==> src/hdl/rsrf_pkg.sv <==
// Shared types and constants of the replacement-selection run former.
package rsrf_pkg;

   localparam int BUFFER_DEPTH = 8;
   localparam int MAX_RESULTS  = 8;
   localparam int IDX_W        = $clog2(BUFFER_DEPTH);
   localparam int FILL_W       = $clog2(BUFFER_DEPTH + 1);
   localparam int RES_W        = (MAX_RESULTS > 1) ? $clog2(MAX_RESULTS) : 1;

   typedef logic signed [31:0] key_type;
   typedef logic [15:0]        tag_type;
   typedef logic [15:0]        run_type;
   typedef logic [IDX_W-1:0]   idx_type;
   typedef logic [FILL_W-1:0]  fill_type;
   typedef logic [RES_W-1:0]   res_cnt_type;

   // Item kinds
   localparam logic KIND_RECORD = 1'b0;
   localparam logic KIND_FLUSH  = 1'b1;

   // Min-search token handed from cell to cell
   typedef struct packed {
      logic    found;
      key_type key;
      tag_type tag;
      idx_type idx;
   } token_type;

   // Per-cell write controls
   typedef struct packed {
      logic load;
      logic load_frozen;
      logic clear;
      logic thaw;
   } cell_ctl_type;

   // Per-cell status flags
   typedef struct packed {
      logic valid;
      logic frozen;
   } cell_stat_type;

   typedef enum logic [1:0] {
      ST_IDLE,
      ST_SCAN,
      ST_APPLY
   } state_type;

endpackage

==> src/hdl/replacement_selection_run_former.sv <==
// Replacement-selection run former: top level with control and the row of slot cells.
//
// Records enter on start while busy is low. While the buffer of BUFFER_DEPTH slots
// fills, a record goes into the lowest empty slot and gives no result. Once full, a
// record takes the accept cycle, a search in which a search token walks one cell per
// cycle along the slot chain to find the smallest unfrozen key, and an update cycle;
// its single result is shown on the cycle after the update. A flush repeats search
// and update, one result each, at most MAX_RESULTS per item, and busy stays high until
// the last update. Each result is on the rsp_ ports for exactly one cycle, marked by
// rsp_valid; the receiver cannot hold results off, so it must take every strobe.
module replacement_selection_run_former (
   input  logic              clock,
   input  logic              reset,
   input  logic              start,
   output logic              busy,
   input  logic              req_kind,
   input  rsrf_pkg::key_type req_record_key,
   input  rsrf_pkg::tag_type req_record_tag,
   output logic              rsp_valid,
   output rsrf_pkg::key_type rsp_out_key,
   output rsrf_pkg::tag_type rsp_out_tag,
   output rsrf_pkg::run_type rsp_run_number,
   output logic              rsp_end_of_run,
   output logic              rsp_last_result
);
   import rsrf_pkg::*;

   state_type     state_ff, state_in;
   idx_type       scan_cnt_ff, scan_cnt_in;
   res_cnt_type   res_cnt_ff, res_cnt_in;
   fill_type      fill_ff, fill_in;
   run_type       run_ff, run_in;
   logic          mode_ff, mode_in;
   key_type       new_key_ff, new_key_in;
   tag_type       new_tag_ff, new_tag_in;

   logic          rsp_valid_ff, rsp_valid_in;
   key_type       rsp_key_ff, rsp_key_in;
   tag_type       rsp_tag_ff, rsp_tag_in;
   run_type       rsp_run_ff, rsp_run_in;
   logic          rsp_eor_ff, rsp_eor_in;
   logic          rsp_last_ff, rsp_last_in;

   cell_ctl_type  ctl [BUFFER_DEPTH];
   cell_stat_type stat [BUFFER_DEPTH];
   token_type     tok_chain [BUFFER_DEPTH+1];
   token_type     winner;
   key_type       wr_key;
   tag_type       wr_tag;

   logic [BUFFER_DEPTH-1:0] unfrozen;
   logic [BUFFER_DEPTH-1:0] win_onehot;
   logic [BUFFER_DEPTH-1:0] unfrozen_after;
   logic          any_unfrozen;
   logic          fill_full;
   logic          accept;
   logic          new_frozen;
   logic          eor;
   logic          flush_last;
   idx_type       free_idx;

   // Cell row
   assign tok_chain[0] = '0;

   for (genvar g = 0; g < BUFFER_DEPTH; g++) begin : g_cell
      rsrf_cell u_cell (
         .clock    (clock),
         .reset    (reset),
         .cell_idx (idx_type'(g)),
         .ctl      (ctl[g]),
         .wr_key   (wr_key),
         .wr_tag   (wr_tag),
         .tok_prev (tok_chain[g]),
         .tok_next (tok_chain[g+1]),
         .stat     (stat[g])
      );
   end

   assign winner = tok_chain[BUFFER_DEPTH];
   assign wr_key = (state_ff == ST_IDLE) ? req_record_key : new_key_ff;
   assign wr_tag = (state_ff == ST_IDLE) ? req_record_tag : new_tag_ff;

   // Slot flags and lowest empty slot
   always_comb begin
      free_idx = '0;
      for (int i = 0; i < BUFFER_DEPTH; i++) begin
         unfrozen[i]   = stat[i].valid && !stat[i].frozen;
         win_onehot[i] = (winner.idx == idx_type'(i));
      end
      for (int i = BUFFER_DEPTH - 1; i >= 0; i--) begin
         if (!stat[i].valid) begin
            free_idx = idx_type'(i);
         end
      end
   end

   assign any_unfrozen = |unfrozen;
   assign fill_full    = (fill_ff == fill_type'(BUFFER_DEPTH));
   assign accept       = start && !busy;
   assign new_frozen   = new_key_ff < winner.key;
   assign flush_last   = (fill_ff == fill_type'(1)) ||
                         (res_cnt_ff == res_cnt_type'(MAX_RESULTS - 1));

   // Run ends when no unfrozen slot is left after this update
   always_comb begin
      if (mode_ff == KIND_FLUSH) begin
         unfrozen_after = unfrozen & ~win_onehot;
      end else begin
         unfrozen_after = unfrozen & ~(new_frozen ? win_onehot : '0);
      end
      eor = (unfrozen_after == '0);
   end

   // Next state
   always_comb begin
      state_in = state_ff;
      unique case (state_ff)
         ST_IDLE: begin
            if (accept && ((req_kind == KIND_FLUSH) ? (fill_ff != '0) : fill_full)) begin
               state_in = ST_SCAN;
            end
         end
         ST_SCAN: begin
            if (scan_cnt_ff == idx_type'(BUFFER_DEPTH - 1)) begin
               state_in = ST_APPLY;
            end
         end
         ST_APPLY: begin
            if (mode_ff == KIND_FLUSH && winner.found && !flush_last) begin
               state_in = ST_SCAN;
            end else begin
               state_in = ST_IDLE;
            end
         end
         default: state_in = ST_IDLE;
      endcase
   end

   // Datapath and cell controls
   always_comb begin
      for (int i = 0; i < BUFFER_DEPTH; i++) begin
         ctl[i] = '0;
      end
      scan_cnt_in  = '0;
      res_cnt_in   = res_cnt_ff;
      fill_in      = fill_ff;
      run_in       = run_ff;
      mode_in      = mode_ff;
      new_key_in   = new_key_ff;
      new_tag_in   = new_tag_ff;
      rsp_valid_in = 1'b0;
      rsp_key_in   = rsp_key_ff;
      rsp_tag_in   = rsp_tag_ff;
      rsp_run_in   = rsp_run_ff;
      rsp_eor_in   = rsp_eor_ff;
      rsp_last_in  = rsp_last_ff;
      unique case (state_ff)
         ST_IDLE: begin
            if (accept) begin
               mode_in    = req_kind;
               new_key_in = req_record_key;
               new_tag_in = req_record_tag;
               res_cnt_in = '0;
               if (req_kind == KIND_RECORD && !fill_full) begin
                  // Filling: lowest empty slot, no result
                  ctl[free_idx].load = 1'b1;
                  fill_in = fill_ff + fill_type'(1);
               end else if (!any_unfrozen) begin
                  // All frozen before a search: start afresh
                  for (int i = 0; i < BUFFER_DEPTH; i++) begin
                     ctl[i].thaw = 1'b1;
                  end
               end
            end
         end
         ST_SCAN: begin
            scan_cnt_in = scan_cnt_ff + idx_type'(1);
         end
         ST_APPLY: begin
            if (winner.found) begin
               rsp_valid_in = 1'b1;
               rsp_key_in   = winner.key;
               rsp_tag_in   = winner.tag;
               rsp_run_in   = run_ff;
               rsp_eor_in   = eor;
               if (mode_ff == KIND_FLUSH) begin
                  ctl[winner.idx].clear = 1'b1;
                  fill_in     = fill_ff - fill_type'(1);
                  res_cnt_in  = res_cnt_ff + res_cnt_type'(1);
                  rsp_last_in = flush_last;
               end else begin
                  ctl[winner.idx].load        = 1'b1;
                  ctl[winner.idx].load_frozen = new_frozen;
                  rsp_last_in = 1'b1;
               end
               if (eor) begin
                  for (int i = 0; i < BUFFER_DEPTH; i++) begin
                     ctl[i].thaw = 1'b1;
                  end
                  run_in = run_ff + run_type'(1);
               end
            end
         end
         default: begin
         end
      endcase
   end

   always_ff @(posedge clock) begin
      if (reset) begin
         state_ff     <= ST_IDLE;
         scan_cnt_ff  <= '0;
         res_cnt_ff   <= '0;
         fill_ff      <= '0;
         run_ff       <= '0;
         mode_ff      <= KIND_RECORD;
         rsp_valid_ff <= 1'b0;
      end else begin
         state_ff     <= state_in;
         scan_cnt_ff  <= scan_cnt_in;
         res_cnt_ff   <= res_cnt_in;
         fill_ff      <= fill_in;
         run_ff       <= run_in;
         mode_ff      <= mode_in;
         rsp_valid_ff <= rsp_valid_in;
      end
   end

   // Payload, no reset
   always_ff @(posedge clock) begin
      new_key_ff  <= new_key_in;
      new_tag_ff  <= new_tag_in;
      rsp_key_ff  <= rsp_key_in;
      rsp_tag_ff  <= rsp_tag_in;
      rsp_run_ff  <= rsp_run_in;
      rsp_eor_ff  <= rsp_eor_in;
      rsp_last_ff <= rsp_last_in;
   end

   assign busy            = (state_ff != ST_IDLE);
   assign rsp_valid       = rsp_valid_ff;
   assign rsp_out_key     = rsp_key_ff;
   assign rsp_out_tag     = rsp_tag_ff;
   assign rsp_run_number  = rsp_run_ff;
   assign rsp_end_of_run  = rsp_eor_ff;
   assign rsp_last_result = rsp_last_ff;

endmodule

==> src/hdl/rsrf_cell.sv <==
// One buffer slot of the run former, with its stage of the min-search chain.
module rsrf_cell (
   input  logic                   clock,
   input  logic                   reset,
   input  rsrf_pkg::idx_type      cell_idx,
   input  rsrf_pkg::cell_ctl_type ctl,
   input  rsrf_pkg::key_type      wr_key,
   input  rsrf_pkg::tag_type      wr_tag,
   input  rsrf_pkg::token_type    tok_prev,
   output rsrf_pkg::token_type    tok_next,
   output rsrf_pkg::cell_stat_type stat
);
   import rsrf_pkg::*;

   key_type   key_ff, key_in;
   tag_type   tag_ff, tag_in;
   logic      valid_ff, valid_in;
   logic      frozen_ff, frozen_in;
   token_type tok_ff, tok_in;
   logic      take;

   // Slot update: load, then clear, then thaw override
   always_comb begin
      key_in    = key_ff;
      tag_in    = tag_ff;
      valid_in  = valid_ff;
      frozen_in = frozen_ff;
      if (ctl.load) begin
         key_in    = wr_key;
         tag_in    = wr_tag;
         valid_in  = 1'b1;
         frozen_in = ctl.load_frozen;
      end
      if (ctl.clear) begin
         valid_in  = 1'b0;
         frozen_in = 1'b0;
      end
      if (ctl.thaw) begin
         frozen_in = 1'b0;
      end
   end

   // Search stage: strict less-than keeps the lower slot on equal keys
   always_comb begin
      take = valid_ff && !frozen_ff && (!tok_prev.found || (key_ff < tok_prev.key));
      if (take) begin
         tok_in.found = 1'b1;
         tok_in.key   = key_ff;
         tok_in.tag   = tag_ff;
         tok_in.idx   = cell_idx;
      end else begin
         tok_in = tok_prev;
      end
   end

   always_ff @(posedge clock) begin
      if (reset) begin
         valid_ff  <= 1'b0;
         frozen_ff <= 1'b0;
      end else begin
         valid_ff  <= valid_in;
         frozen_ff <= frozen_in;
      end
   end

   // Payload, no reset
   always_ff @(posedge clock) begin
      key_ff <= key_in;
      tag_ff <= tag_in;
      tok_ff <= tok_in;
   end

   assign tok_next    = tok_ff;
   assign stat.valid  = valid_ff;
   assign stat.frozen = frozen_ff;

endmodule

==> config.mk <==
export PLATFORM = sky130hd
export DESIGN_NAME = replacement_selection_run_former
export DESIGN_NICKNAME = d
export VERILOG_FILES = /design/src/hdl/rsrf_pkg.sv /design/src/hdl/replacement_selection_run_former.sv /design/src/hdl/rsrf_cell.sv
export SDC_FILE = /design/constraint.sdc
export NUM_CORES = 1
export LEC_CHECK = 0
export ABC_AREA = 1
export BUFFER_PORTS_ARGS = -buffer_cell sky130_fd_sc_hd__clkbuf_2
export CORE_MARGIN = 2
export CORE_UTILIZATION = 26
export DETAILED_ROUTE_END_ITERATION = 10
export SLEW_MARGIN = 0
export SYNTH_ARGS = -nofsm -noshare
export SYNTH_HDL_FRONTEND = slang
export SYNTH_HIERARCHICAL = 1
export SYNTH_SLANG_ARGS = --single-unit
==> constraint.sdc <==
create_clock -name clock -period 6.6 [get_ports clock]
set_input_delay 1.32 -clock clock [delete_from_list [all_inputs] [get_ports clock]]
set_output_delay 1.32 -clock clock [all_outputs]
set_load 0.05 [all_outputs]
==> metrics.txt, run 1 <==
buffer cell driving the clock tree root=sky130_fd_sc_hd__clkbuf_16; wire length of the first global-routing pass=140000 microns; residual antenna-violating net count after detailed routing=0; maximum clock skew at final layout=0.0198 ns; dpl hpwl=63700 microns; routed wire length per instance=13.7 microns; Req. time, crit path=5.28 ns; sequential share of the synthesized area=0.599; die area=159000 sq um; number of pins with negative max-slew slack in the final report=0; maximum buffer depth of the clock tree=3; result of the run=completed; hold-fix buffer count after cts=0; final routed wirelength across all metal layers=87800 microns; number of instances on the worst hold path=0; Vias/cell=4.24; final std cells w/o fill=roughly 6.4k; initial detailed-routing violation count=1885; area of the core=approximately 150000 sq um; maximum ir drop on the vdd rail=174 uV; post-synthesis cell type count=43; antenna violations before repair=1; GPL Wtd Cong=0.815; proportion of register bits with asynchronous set or reset after synthesis=0; maximum clock frequency=244 MHz; Worst-path clk slew=roughly 0.06 ns; Main synth FF type=sky130_fd_sc_hd__edfxtp_1; class of the tightest hold or removal check=flip-flop to flip-flop; worst-case reg-to-reg path depth=14; insertion delay to the later sink of the worst-skew pair=0.66 ns; Leak Pwr=between 20 and 25 nW; setup slack on the worst flop-to-flop path=3.00 ns; worst-margin pin slew=1.19 ns; count of flip-flops with a built-in enable after synthesis=498; startpoint type of the worst setup path=flip-flop; height of the chip=398 microns; power density over the cells=slightly below 300 nW/um^2; terminating pin of the worst hold path=rsp_out_tag[14]; DRC=0; yosys warns=6; endpoint arrival time on the critical path=2.78 ns; mean area per synthesized cell=9.87 sq um; startpoint of the lowest-slack register-to-register path=g_cell[4].u_cell/key_ff[5]; share of layout cells above drive strength 1=0.0834; R2R Path End=g_cell[4].u_cell/tok_next[21]; setup violation total in the final timing report=0; effective utilization at floorplan=0.262; number of synthesized register bits=960; critical path fanouts, max=27; post-route worst hold slack=0.402 ns; first-pass iteration count of the detailed router=5; total number of nets in the final design=4621; number of buffers created by CTS=93; sequential cell area=between 20000 and 25000 sq um; Filler cells=15.8k; Post-CTS Setup Bufs=0; number of max-cap violations=0; DP Cell Count=6231; TritonCTS clock tree=done; Multi-input gate area=14200 sq um; critical path class=flip-flop to output pin; number of standard cells after synthesis=4094; final hold violation count=0; remaining max-slew budget at the tightest pin=0.202; total gr overflow=0; origin of the worst min-delay path=g_cell[7].u_cell/tok_next[17]; combined global-route utilization of all metal layers=0.109; number of H-tree levels=3; IO Pins=120; number of placement rows=144; vias after detailed routing=between 20k and 30k; final total negative setup slack=0 ns; number of gates given a new drive strength after cts=0; vias in the first global route=26.5k; die width=398 microns; element type at the critical path end=output pin; post-layout minimum cycle time=about 4.1 ns; pin count of the biggest net entering global routing=83; area delta synth->final=14.7%; Post-Synthesis Cell Area=40400 sq um; period utilisation layout=0.621; PortBufs=119; # clock sinks=960; RSZ-0062 raised after global routing=false
-- through the flow --
stage / total power, mW / setup WS, ns / cell area [sq um] / util
after global routing: 14.1 / 2.33 / 46300 / 0.301
final: 13.4 / 2.50 / 46400 / 0.301
after CTS: 13.6 / 2.44 / 46300 / 0.301
after detailed placement: 8.33 / 2.73 / 43300 / 0.281
after global placement: 8.28 / 2.82 / 43300 / 0.281
after floorplan: 7.91 / 0.663 / 40800 / -
-- Yosys cell counts, types with 8 or more instances --
library cell               instances  area [sq um]
sky130_fd_sc_hd__or2_2            10          62.6
sky130_fd_sc_hd__nand4_1          26           163
sky130_fd_sc_hd__nand3_2           9          90.1
sky130_fd_sc_hd__inv_1           418          1570
sky130_fd_sc_hd__mux2i_1           8          80.1
sky130_fd_sc_hd__o21ai_0          54           270
sky130_fd_sc_hd__nand2_2          12          75.1
sky130_fd_sc_hd__nor2_1          152           571
sky130_fd_sc_hd__nand3_1         460          2300
sky130_fd_sc_hd__nand2_1        1278          4800
sky130_fd_sc_hd__a21oi_1         143           716
sky130_fd_sc_hd__nor4_1           13          81.3
sky130_fd_sc_hd__buf_4            17           128
sky130_fd_sc_hd__nand2_4          10           113
sky130_fd_sc_hd__buf_2            43           215
sky130_fd_sc_hd__o22ai_1           8          50.1
sky130_fd_sc_hd__clkbuf_1         54           203
sky130_fd_sc_hd__xor2_1           11          96.3
sky130_fd_sc_hd__nor3_1           38           190
sky130_fd_sc_hd__ha_1            287          3590
sky130_fd_sc_hd__a21oi_2           9          78.8
sky130_fd_sc_hd__edfxtp_1        498         15000
sky130_fd_sc_hd__dfxtp_1         462          9250
sky130_fd_sc_hd__buf_6            41           462
-- routing by layer --
layer | GRT usage | up-vias | wire [microns]
met4 | 0.0355 | 0 | 1970
met5 | 0 | - | 0
met2 | 0.177 | 627 | 39400
met3 | 0.0137 | 120 | 4220
met1 | 0.150 | 12600 | 42200
li1 | - | 13800 | -
-- final cells by class --
cell class	instances	share of cell area
Antenna cell	2	0.000108
Clock buffer	143	0.0590
Clock inverter	32	0.00699
Inverter	422	0.0342
Multi-Input combinational cell	2663	0.306
Sequential cell	960	0.522
Tap cell	2044	0.0552
Timing Repair Buffer	142	0.0166
-- registers in the layout, summed over array words and instances (netlist names), 2 cells and up --
name                     count
g_cell.u_cell/valid_ff       8
scan_cnt_ff                  3
fill_ff                      4
res_cnt_ff                   3
state_ff                     2
new_key_ff                  32
rsp_out_key                 32
g_cell.u_cell/tag_ff       128
rsp_run_number              16
g_cell.u_cell/tok_next     416
g_cell.u_cell/frozen_ff      8
rsp_out_tag                 16
new_tag_ff                  16
run_ff                      16
g_cell.u_cell/key_ff       256
-- worst max-delay path, cell delays in order, from the launching register on --
cell and delay, ns:
sky130_fd_sc_hd__dfxtp_1 0.36, sky130_fd_sc_hd__nor2_4 0.46, sky130_fd_sc_hd__inv_1 0.58, sky130_fd_sc_hd__buf_4 0.44, sky130_fd_sc_hd__clkbuf_2 0.28
-- how the worst max path moves through the flow --
| stage | startpoint | endpoint | slack [ns] | cells after the start |
|---|---|---|---|---|
| 2_1_floorplan | start | g_cell[5].u_cell/frozen_ff | 0.66 | 6 |
| 3_3_place_gp | start | g_cell[1].u_cell/key_ff[0] | 2.82 | 6 |
| 3_5_place_dp | start | g_cell[1].u_cell/key_ff[3] | 2.73 | 6 |
| 4_1_cts | state_ff[0] | busy | 2.44 | 4 |
| 5_1_grt | state_ff[0] | busy | 2.33 | 4 |
| 6_report | state_ff[0] | busy | 2.50 | 4 |
-- placed cells by master (no fill, tap or decap), types with 38 or more instances in the layout --
cell / count
sky130_fd_sc_hd__a21oi_1: 143
sky130_fd_sc_hd__clkbuf_16: 99
sky130_fd_sc_hd__clkbuf_2: 119
sky130_fd_sc_hd__conb_1: 109
sky130_fd_sc_hd__dfxtp_1: 462
sky130_fd_sc_hd__edfxtp_1: 498
sky130_fd_sc_hd__ha_1: 287
sky130_fd_sc_hd__inv_1: 417
sky130_fd_sc_hd__nand2_1: 1278
sky130_fd_sc_hd__nand3_1: 460
sky130_fd_sc_hd__nor2_1: 143
sky130_fd_sc_hd__nor3_1: 38
sky130_fd_sc_hd__o21ai_0: 47
-- report_power, final --
part / total [mW] / internal [mW] / leakage [nW] / switching, mW
logic: 1.32 / 0.421 / 10.6 / 0.895
clock network: 5.24 / 3.06 / 1.49 / 2.18
registers: 6.90 / 6.70 / 8.41 / 0.194
total: 13.4 / 10.2 / 20.6 / 3.27
-- cell families (layout without fill, tap and decap cells) --
group	count (synthesis)	count (layout)	synth area share
AO/OA/AOI/OAI	223	223	0.0300
XOR/XNOR	15	15	0.00325
adder cells (fa/ha/maj)	287	287	0.0888
buffers and inverters	578	739	0.0645
flip-flops	960	960	0.599
multiplexers	8	8	0.00198
other	2	111	0.000186
AND/OR/NAND/NOR	2021	2021	0.212
Power figures use the tool's default switching activity.
==> run 2, diff against run 1 <==
ABC_AREA = 0   (was 1)
clock period = 4.2 ns   (was 6.6 ns; I/O delays follow)
==> run 2 against run 1 <==
Clock skew increased by 0.029 ns. Power grew 59%. First-iteration DRC count fell by 49%. Area after synthesis rose by 0.69%. Die area up 0.68%. Final cell count shrank 18%. Sequential share of layout area fell by 1.2 points. Via count is 21% lower. Wire length down 3.6%. Critical path type is now flip-flop to flip-flop. Critical endpoint is now g_cell[3].u_cell/frozen_ff. Highest routed layer is now met5.
==> metrics.txt, run 2 <==
most numerous cell types in the synthesized netlist=sky130_fd_sc_hd__edfxtp_1 (498), sky130_fd_sc_hd__dfxtp_1 (462), sky130_fd_sc_hd__mux2_4 (401), sky130_fd_sc_hd__inv_1 (298), sky130_fd_sc_hd__ha_1 (287); endpoint arrival time on the critical path=around 4.4 ns; Worst-path clk slew=roughly 0.070 ns; finished layout cell area=around 47000 sq um; result of the run=completed; sequential share of the synthesized area=0.595; number of max-cap violations=0; die width=400 microns; number of pins with negative max-slew slack in the final report=0; worst-margin pin slew=1.15 ns; critical path fanouts, max=4; number of buffers created by CTS=between 100 and 150; total power=~21 mW; height of the chip=around 400 microns; startpoint type of the worst setup path=flip-flop; dominant cell by count in the synthesized netlist=sky130_fd_sc_hd__edfxtp_1; total number of nets in the final design=around 3.4k; # clock sinks=960; flip-flop count of the largest register, all copies and words added=416; vias after detailed routing=21.5k; mean area per synthesized cell=14.5 sq um; most common library cell in the layout ignoring fill and taps=sky130_fd_sc_hd__edfxtp_1; vias in the first global route=22.3k; maximum clock skew at final layout=between 0.04 and 0.05 ns; die area=160000 sq um; pin count of the biggest net entering global routing=52; post-route worst hold slack=0.344 ns; Placement Cell Area=44100 sq um; count of flip-flops with a built-in enable after synthesis=498; maximum ir drop on the vdd rail=296 uV; final routed wirelength across all metal layers=between 80000 and 90000 microns; effective utilization at floorplan=0.261; hold-fix buffer count after cts=0; DRC=0; insertion delay to the later sink of the worst-skew pair=0.69 ns; share of layout cells above drive strength 1=0.257; first-pass iteration count of the detailed router=5; number of synthesized register bits=960; wire length of the first global-routing pass=between 100000 and 150000 microns; number of placement rows=145; area of the core=between 150000 and 200000 sq um; top library cells by usage in the layout, fill and taps aside=sky130_fd_sc_hd__edfxtp_1 (498), sky130_fd_sc_hd__dfxtp_1 (462), sky130_fd_sc_hd__mux2_4 (401), sky130_fd_sc_hd__inv_1 (297), sky130_fd_sc_hd__ha_1 (287); number of H-tree levels=3; final std cells w/o fill=5252; number of gates given a new drive strength after cts=0; GPL Wtd Cong=0.754; critical path class=flip-flop to flip-flop; antenna violations before repair=3; remaining max-slew budget at the tightest pin=0.237; Post-CTS Setup Bufs=0; total gr overflow=0; routed wire length per instance=between 15 and 20 microns; post-layout minimum cycle time=3.86 ns; antenna cells=0; RSZ-0062 raised after global routing=false; dpl hpwl=59600 microns; proportion of register bits with asynchronous set or reset after synthesis=0; Post-Synthesis Cell Area=between 40000 and 50000 sq um; Vias/cell=4.09; DP Cell Count=roughly 5.1k; final hold violation count=0; top area cells in the synthesized netlist=sky130_fd_sc_hd__edfxtp_1 (37%), sky130_fd_sc_hd__dfxtp_1 (23%), sky130_fd_sc_hd__mux2_4 (15%), sky130_fd_sc_hd__ha_1 (8.8%), sky130_fd_sc_hd__inv_1 (2.7%); residual antenna-violating net count after detailed routing=0; Leak Pwr=18.9 nW; Main synth FF type=sky130_fd_sc_hd__edfxtp_1; element type at the critical path end=flip-flop; maximum clock frequency=about 260 MHz; TritonCTS clock tree=done; class of the tightest hold or removal check=primary input to flip-flop; number of standard cells after synthesis=between 2k and 3k; period utilisation layout=0.918; final total negative setup slack=0 ns; PortBufs=~120; IO Pins=120; Req. time, crit path=around 4.8 ns; maximum buffer depth of the clock tree=3; largest area contributor in the synthesized netlist=sky130_fd_sc_hd__edfxtp_1; combined global-route utilization of all metal layers=0.106; setup violation total in the final timing report=0; area fraction of the dominant cell type after synthesis=0.367; yosys warns=6; area delta synth->final=16.6%; power density over the cells=around 450 nW/um^2; post-synthesis cell type count=71; buffer cell driving the clock tree root=sky130_fd_sc_hd__clkbuf_16; initial detailed-routing violation count=970
[run 2: cell count changes after synthesis, moves of 17 or more]
cell                        delta
sky130_fd_sc_hd__nand2_1    -1164
sky130_fd_sc_hd__nand3_1     -437
sky130_fd_sc_hd__mux2_4      +401
sky130_fd_sc_hd__inv_1       -120
sky130_fd_sc_hd__nor2_1       -67
sky130_fd_sc_hd__mux2_2       +61
sky130_fd_sc_hd__clkbuf_1     -45
sky130_fd_sc_hd__buf_2        -40
sky130_fd_sc_hd__a21oi_1      -30
sky130_fd_sc_hd__nand2b_1     +21
sky130_fd_sc_hd__a21o_1       +18
sky130_fd_sc_hd__nand4_1      +18
sky130_fd_sc_hd__o2111ai_1    +17
[run 2: kinds of logic after synthesis]
group,count (synthesis),synth area share
muxes,476,0.168
and+or+nand+nor,409,0.0519
xor gates and xnor gates,4,0.000861
adders and majority gates,287,0.0882
other,2,0.000185
buffers and inverters,377,0.0453
AOI/OAI and AO/OA,299,0.0504
DFF,960,0.595
[run 2: worst paths after layout]
| kind | start | to | slack (ns) | cells past startpoint |
|---|---|---|---|---|
| worst max register to register | new_key_ff[27] | g_cell[3].u_cell/frozen_ff | 0.34 | 10 |
| worst min-delay path | req_record_tag[3] | new_tag_ff[3] | 0.34 | 1 |
| worst max-delay path | new_key_ff[27] | g_cell[3].u_cell/frozen_ff | 0.34 | 10 |
| worst min register to register | g_cell[7].u_cell/tok_next[4] | rsp_out_tag[1] | 0.39 | 0 |
[run 2: where the power goes]
group	switching [mW]	total (mW)	internal, mW
Combinational	0.864	1.83	0.966
Clock	3.66	8.81	5.14
Sequential	0.260	10.7	10.4
[run 2: final cells by class]
| class | instances | area [sq um] |
|---|---|---|
| fill | 15400 | 108000 |
| sequential | 960 | 24200 |
| multi-input combinational | 1584 | 15200 |
| clock buffer | 151 | 2930 |
| tap | 2058 | 2570 |
| inverter | 299 | 1120 |
| timing repair buffer | 158 | 1040 |
| clock inverter | 42 | 397 |
[run 2: critical path, cell delays in order (launching register included)]
cell and delay (ns):
sky130_fd_sc_hd__edfxtp_1 0.42, sky130_fd_sc_hd__ha_1 0.34, sky130_fd_sc_hd__nand4_1 0.24, sky130_fd_sc_hd__or4_1 0.71, sky130_fd_sc_hd__a211oi_1 0.90, sky130_fd_sc_hd__buf_4 0.26
sky130_fd_sc_hd__o21a_1 0.19, sky130_fd_sc_hd__o21a_4 0.16, sky130_fd_sc_hd__o31ai_1 0.10, sky130_fd_sc_hd__buf_4 0.19, sky130_fd_sc_hd__nor4_1 0.23
[run 2: routing by layer]
metal / global-route usage / routed length (microns) / vias up
met2: 0.180 / 40500 / 266
met4: 0.0301 / 1720 / 6
li1: - / - / 10600
met5: 0 / 41 / -
met3: 0.0241 / 3650 / 106
met1: 0.133 / 38800 / 10500
[run 2: per-stage QoR]
stage | setup WS, ns | utilization
6_report | 0.343 | 0.304
3_3_place_gp | 0.247 | 0.283
3_5_place_dp | 0.295 | 0.283
4_1_cts | 0.215 | 0.304
2_1_floorplan | -0.649 | -
5_1_grt | 0.182 | 0.304
==> run 3, diff against run 2 <==
CORE_UTILIZATION = 45   (was 26)
PLACE_DENSITY = 0.67   (was default)
==> run 3 against run 2 <==
Global-route usage is 5.9 points higher. Final area is 2.3% lower. Clock-buffer cell count is 4 lower. Largest cell class unchanged. Wire length is 9.8% lower. First-iteration DRC count is 14% higher. Critical endpoint unchanged. Setup slack worse by 0.11 ns. Sequential share of layout area is 1.2 points higher. Maximum frequency is 2.8% lower.
==> metrics.txt, run 3 (synthesis results as in run 2) <==
origin of the worst min-delay path=req_record_tag[9]; share of layout cells above drive strength 1=0.259; number of buffers created by CTS=100; number of max-cap violations=0; final routed wirelength across all metal layers=around 76000 microns; Vias/cell=4.90; DRC=0; maximum clock frequency=252 MHz; setup violation total in the final timing report=0; critical path class=flip-flop to flip-flop; effective utilization at floorplan=0.453; total gr overflow=0; Worst-path clk slew=around 0.070 ns; insertion delay to the later sink of the worst-skew pair=0.67 ns; RSZ-0062 raised after global routing=false; critical path startpoint=g_cell[7].u_cell/tok_next[21]; first-pass iteration count of the detailed router=5; remaining max-slew budget at the tightest pin=0.0483; area of the core=approximately 90000 sq um; TritonCTS clock tree=done; startpoint of the lowest-slack register-to-register path=g_cell[7].u_cell/tok_next[21]; setup slack on the worst flop-to-flop path=0.23 ns; area delta synth->final=13.9%; wire length of the first global-routing pass=120000 microns; combined global-route utilization of all metal layers=0.165; total number of nets in the final design=~3.4k; met3 capacity usage during global routing=0.0255; buffer cell driving the clock tree root=sky130_fd_sc_hd__clkbuf_16; Leak Pwr=19.0 nW; critical path fanouts, max=8; residual antenna-violating net count after detailed routing=0; element type at the critical path end=flip-flop; initial detailed-routing violation count=roughly 1.1k; most common library cell in the layout ignoring fill and taps=sky130_fd_sc_hd__edfxtp_1; number of H-tree levels=3; worst-margin pin slew=1.42 ns; sequential cell area=24200 sq um; dpl hpwl=53600 microns; PortBufs=119; die width=305 microns; GPL Wtd Cong=about 0.84; DP Worst Slack=0.247 ns; GR met1 Demand/Resource=0.222; IO Pins=120; routed wire length per instance=17.5 microns; Multi-input gate area=between 15000 and 20000 sq um; result of the run=completed; power density over the cells=464 nW/um^2; setup slack after layout=0.230 ns; height of the chip=around 300 microns; worst-case reg-to-reg path depth=11; maximum ir drop on the vdd rail=353 uV; Filler cells=7435; final hold violation count=0; number of gates given a new drive strength after cts=0; top library cells by usage in the layout, fill and taps aside=sky130_fd_sc_hd__edfxtp_1 (498), sky130_fd_sc_hd__dfxtp_1 (462), sky130_fd_sc_hd__mux2_4 (401), sky130_fd_sc_hd__inv_1 (297), sky130_fd_sc_hd__ha_1 (287); flip-flop count of the largest register, all copies and words added=416; startpoint type of the worst setup path=flip-flop; pin count of the biggest net entering global routing=52; endpoint arrival time on the critical path=4.53 ns; # clock sinks=960; die area=92900 sq um; antenna violations before repair=0; number of placement rows=110; class of the tightest hold or removal check=primary input to flip-flop; vias in the first global route=21.9k; vias after detailed routing=21.4k; hold-fix buffer count after cts=0; most used routing layer in global routing=met2; post-layout minimum cycle time=3.97 ns; maximum buffer depth of the clock tree=3; Post-CTS Setup Bufs=0; maximum clock skew at final layout=0.0303 ns; number of pins with negative max-slew slack in the final report=0; period utilisation layout=0.945; final total negative setup slack=0 ns; number of instances on the worst hold path=1; total power=between 20 and 25 mW; Req. time, crit path=4.76 ns; met2 Usage GRT=0.276
## run 3: cell count changes in the layout (fill, tap and decap cells not counted), moves of 2 or more
cell,before,now
sky130_fd_sc_hd__clkinv_1,11,4
sky130_fd_sc_hd__clkbuf_1,32,27
sky130_fd_sc_hd__buf_12,12,9
sky130_fd_sc_hd__bufinv_16,5,8
sky130_fd_sc_hd__clkinv_4,4,1
sky130_fd_sc_hd__inv_16,0,3
sky130_fd_sc_hd__buf_4,27,25
sky130_fd_sc_hd__clkbuf_8,15,17
sky130_fd_sc_hd__clkinv_2,15,17
sky130_fd_sc_hd__inv_6,2,4
## run 3: layout make-up
type | instances | area share
inverter | 299 | 0.0242
clock inverter | 43 | 0.0109
clock buffer | 147 | 0.0628
antenna | 1 | 0.0000540
sequential | 960 | 0.522
timing repair buffer | 153 | 0.0208
tap | 1176 | 0.0317
multi-input combinational | 1584 | 0.327
## run 3: worst paths after layout
check | to
worst max-delay path | g_cell[3].u_cell/frozen_ff
worst min-delay path | new_tag_ff[9]
worst max register to register | g_cell[3].u_cell/frozen_ff
worst min register to register | rsp_out_tag[15]
## run 3: metrics by stage
step           utilization  cell area, sq um  instances  hold WS, ns
2_1_floorplan            -             41100       2921        0.386
3_3_place_gp         0.478             42900       4172        0.387
3_5_place_dp         0.478             42900       4172        0.389
4_1_cts              0.516             46300       4362        0.303
5_1_grt              0.516             46300       4362        0.319
6_report             0.516             46400       4363        0.354
## run 3: report_power, final
group | internal [mW] | switching [mW]
clock network | 5.34 | 3.66
registers | 10.4 | 0.268
logic | 0.952 | 0.840
## run 3: critical path, cell delays in order (launching register included)
cell and delay, ns:
sky130_fd_sc_hd__dfxtp_1 0.42, sky130_fd_sc_hd__inv_1 0.07, sky130_fd_sc_hd__ha_1 0.27, sky130_fd_sc_hd__o21ai_0 0.06
sky130_fd_sc_hd__o21ai_0 0.75, sky130_fd_sc_hd__a32oi_1 0.30, sky130_fd_sc_hd__a211oi_1 0.67, sky130_fd_sc_hd__buf_4 0.24
sky130_fd_sc_hd__o21a_1 0.26, sky130_fd_sc_hd__o21a_4 0.20, sky130_fd_sc_hd__o31ai_1 0.28, sky130_fd_sc_hd__nor4_1 0.34
## run 3: routing by layer
| metal | wire (microns) | vias up |
|---|---|---|
| met5 | 0 | - |
| met4 | 1480 | 0 |
| met3 | 2520 | 98 |
| met2 | 35500 | 304 |
| met1 | 36800 | 10400 |
| li1 | - | 10600 |
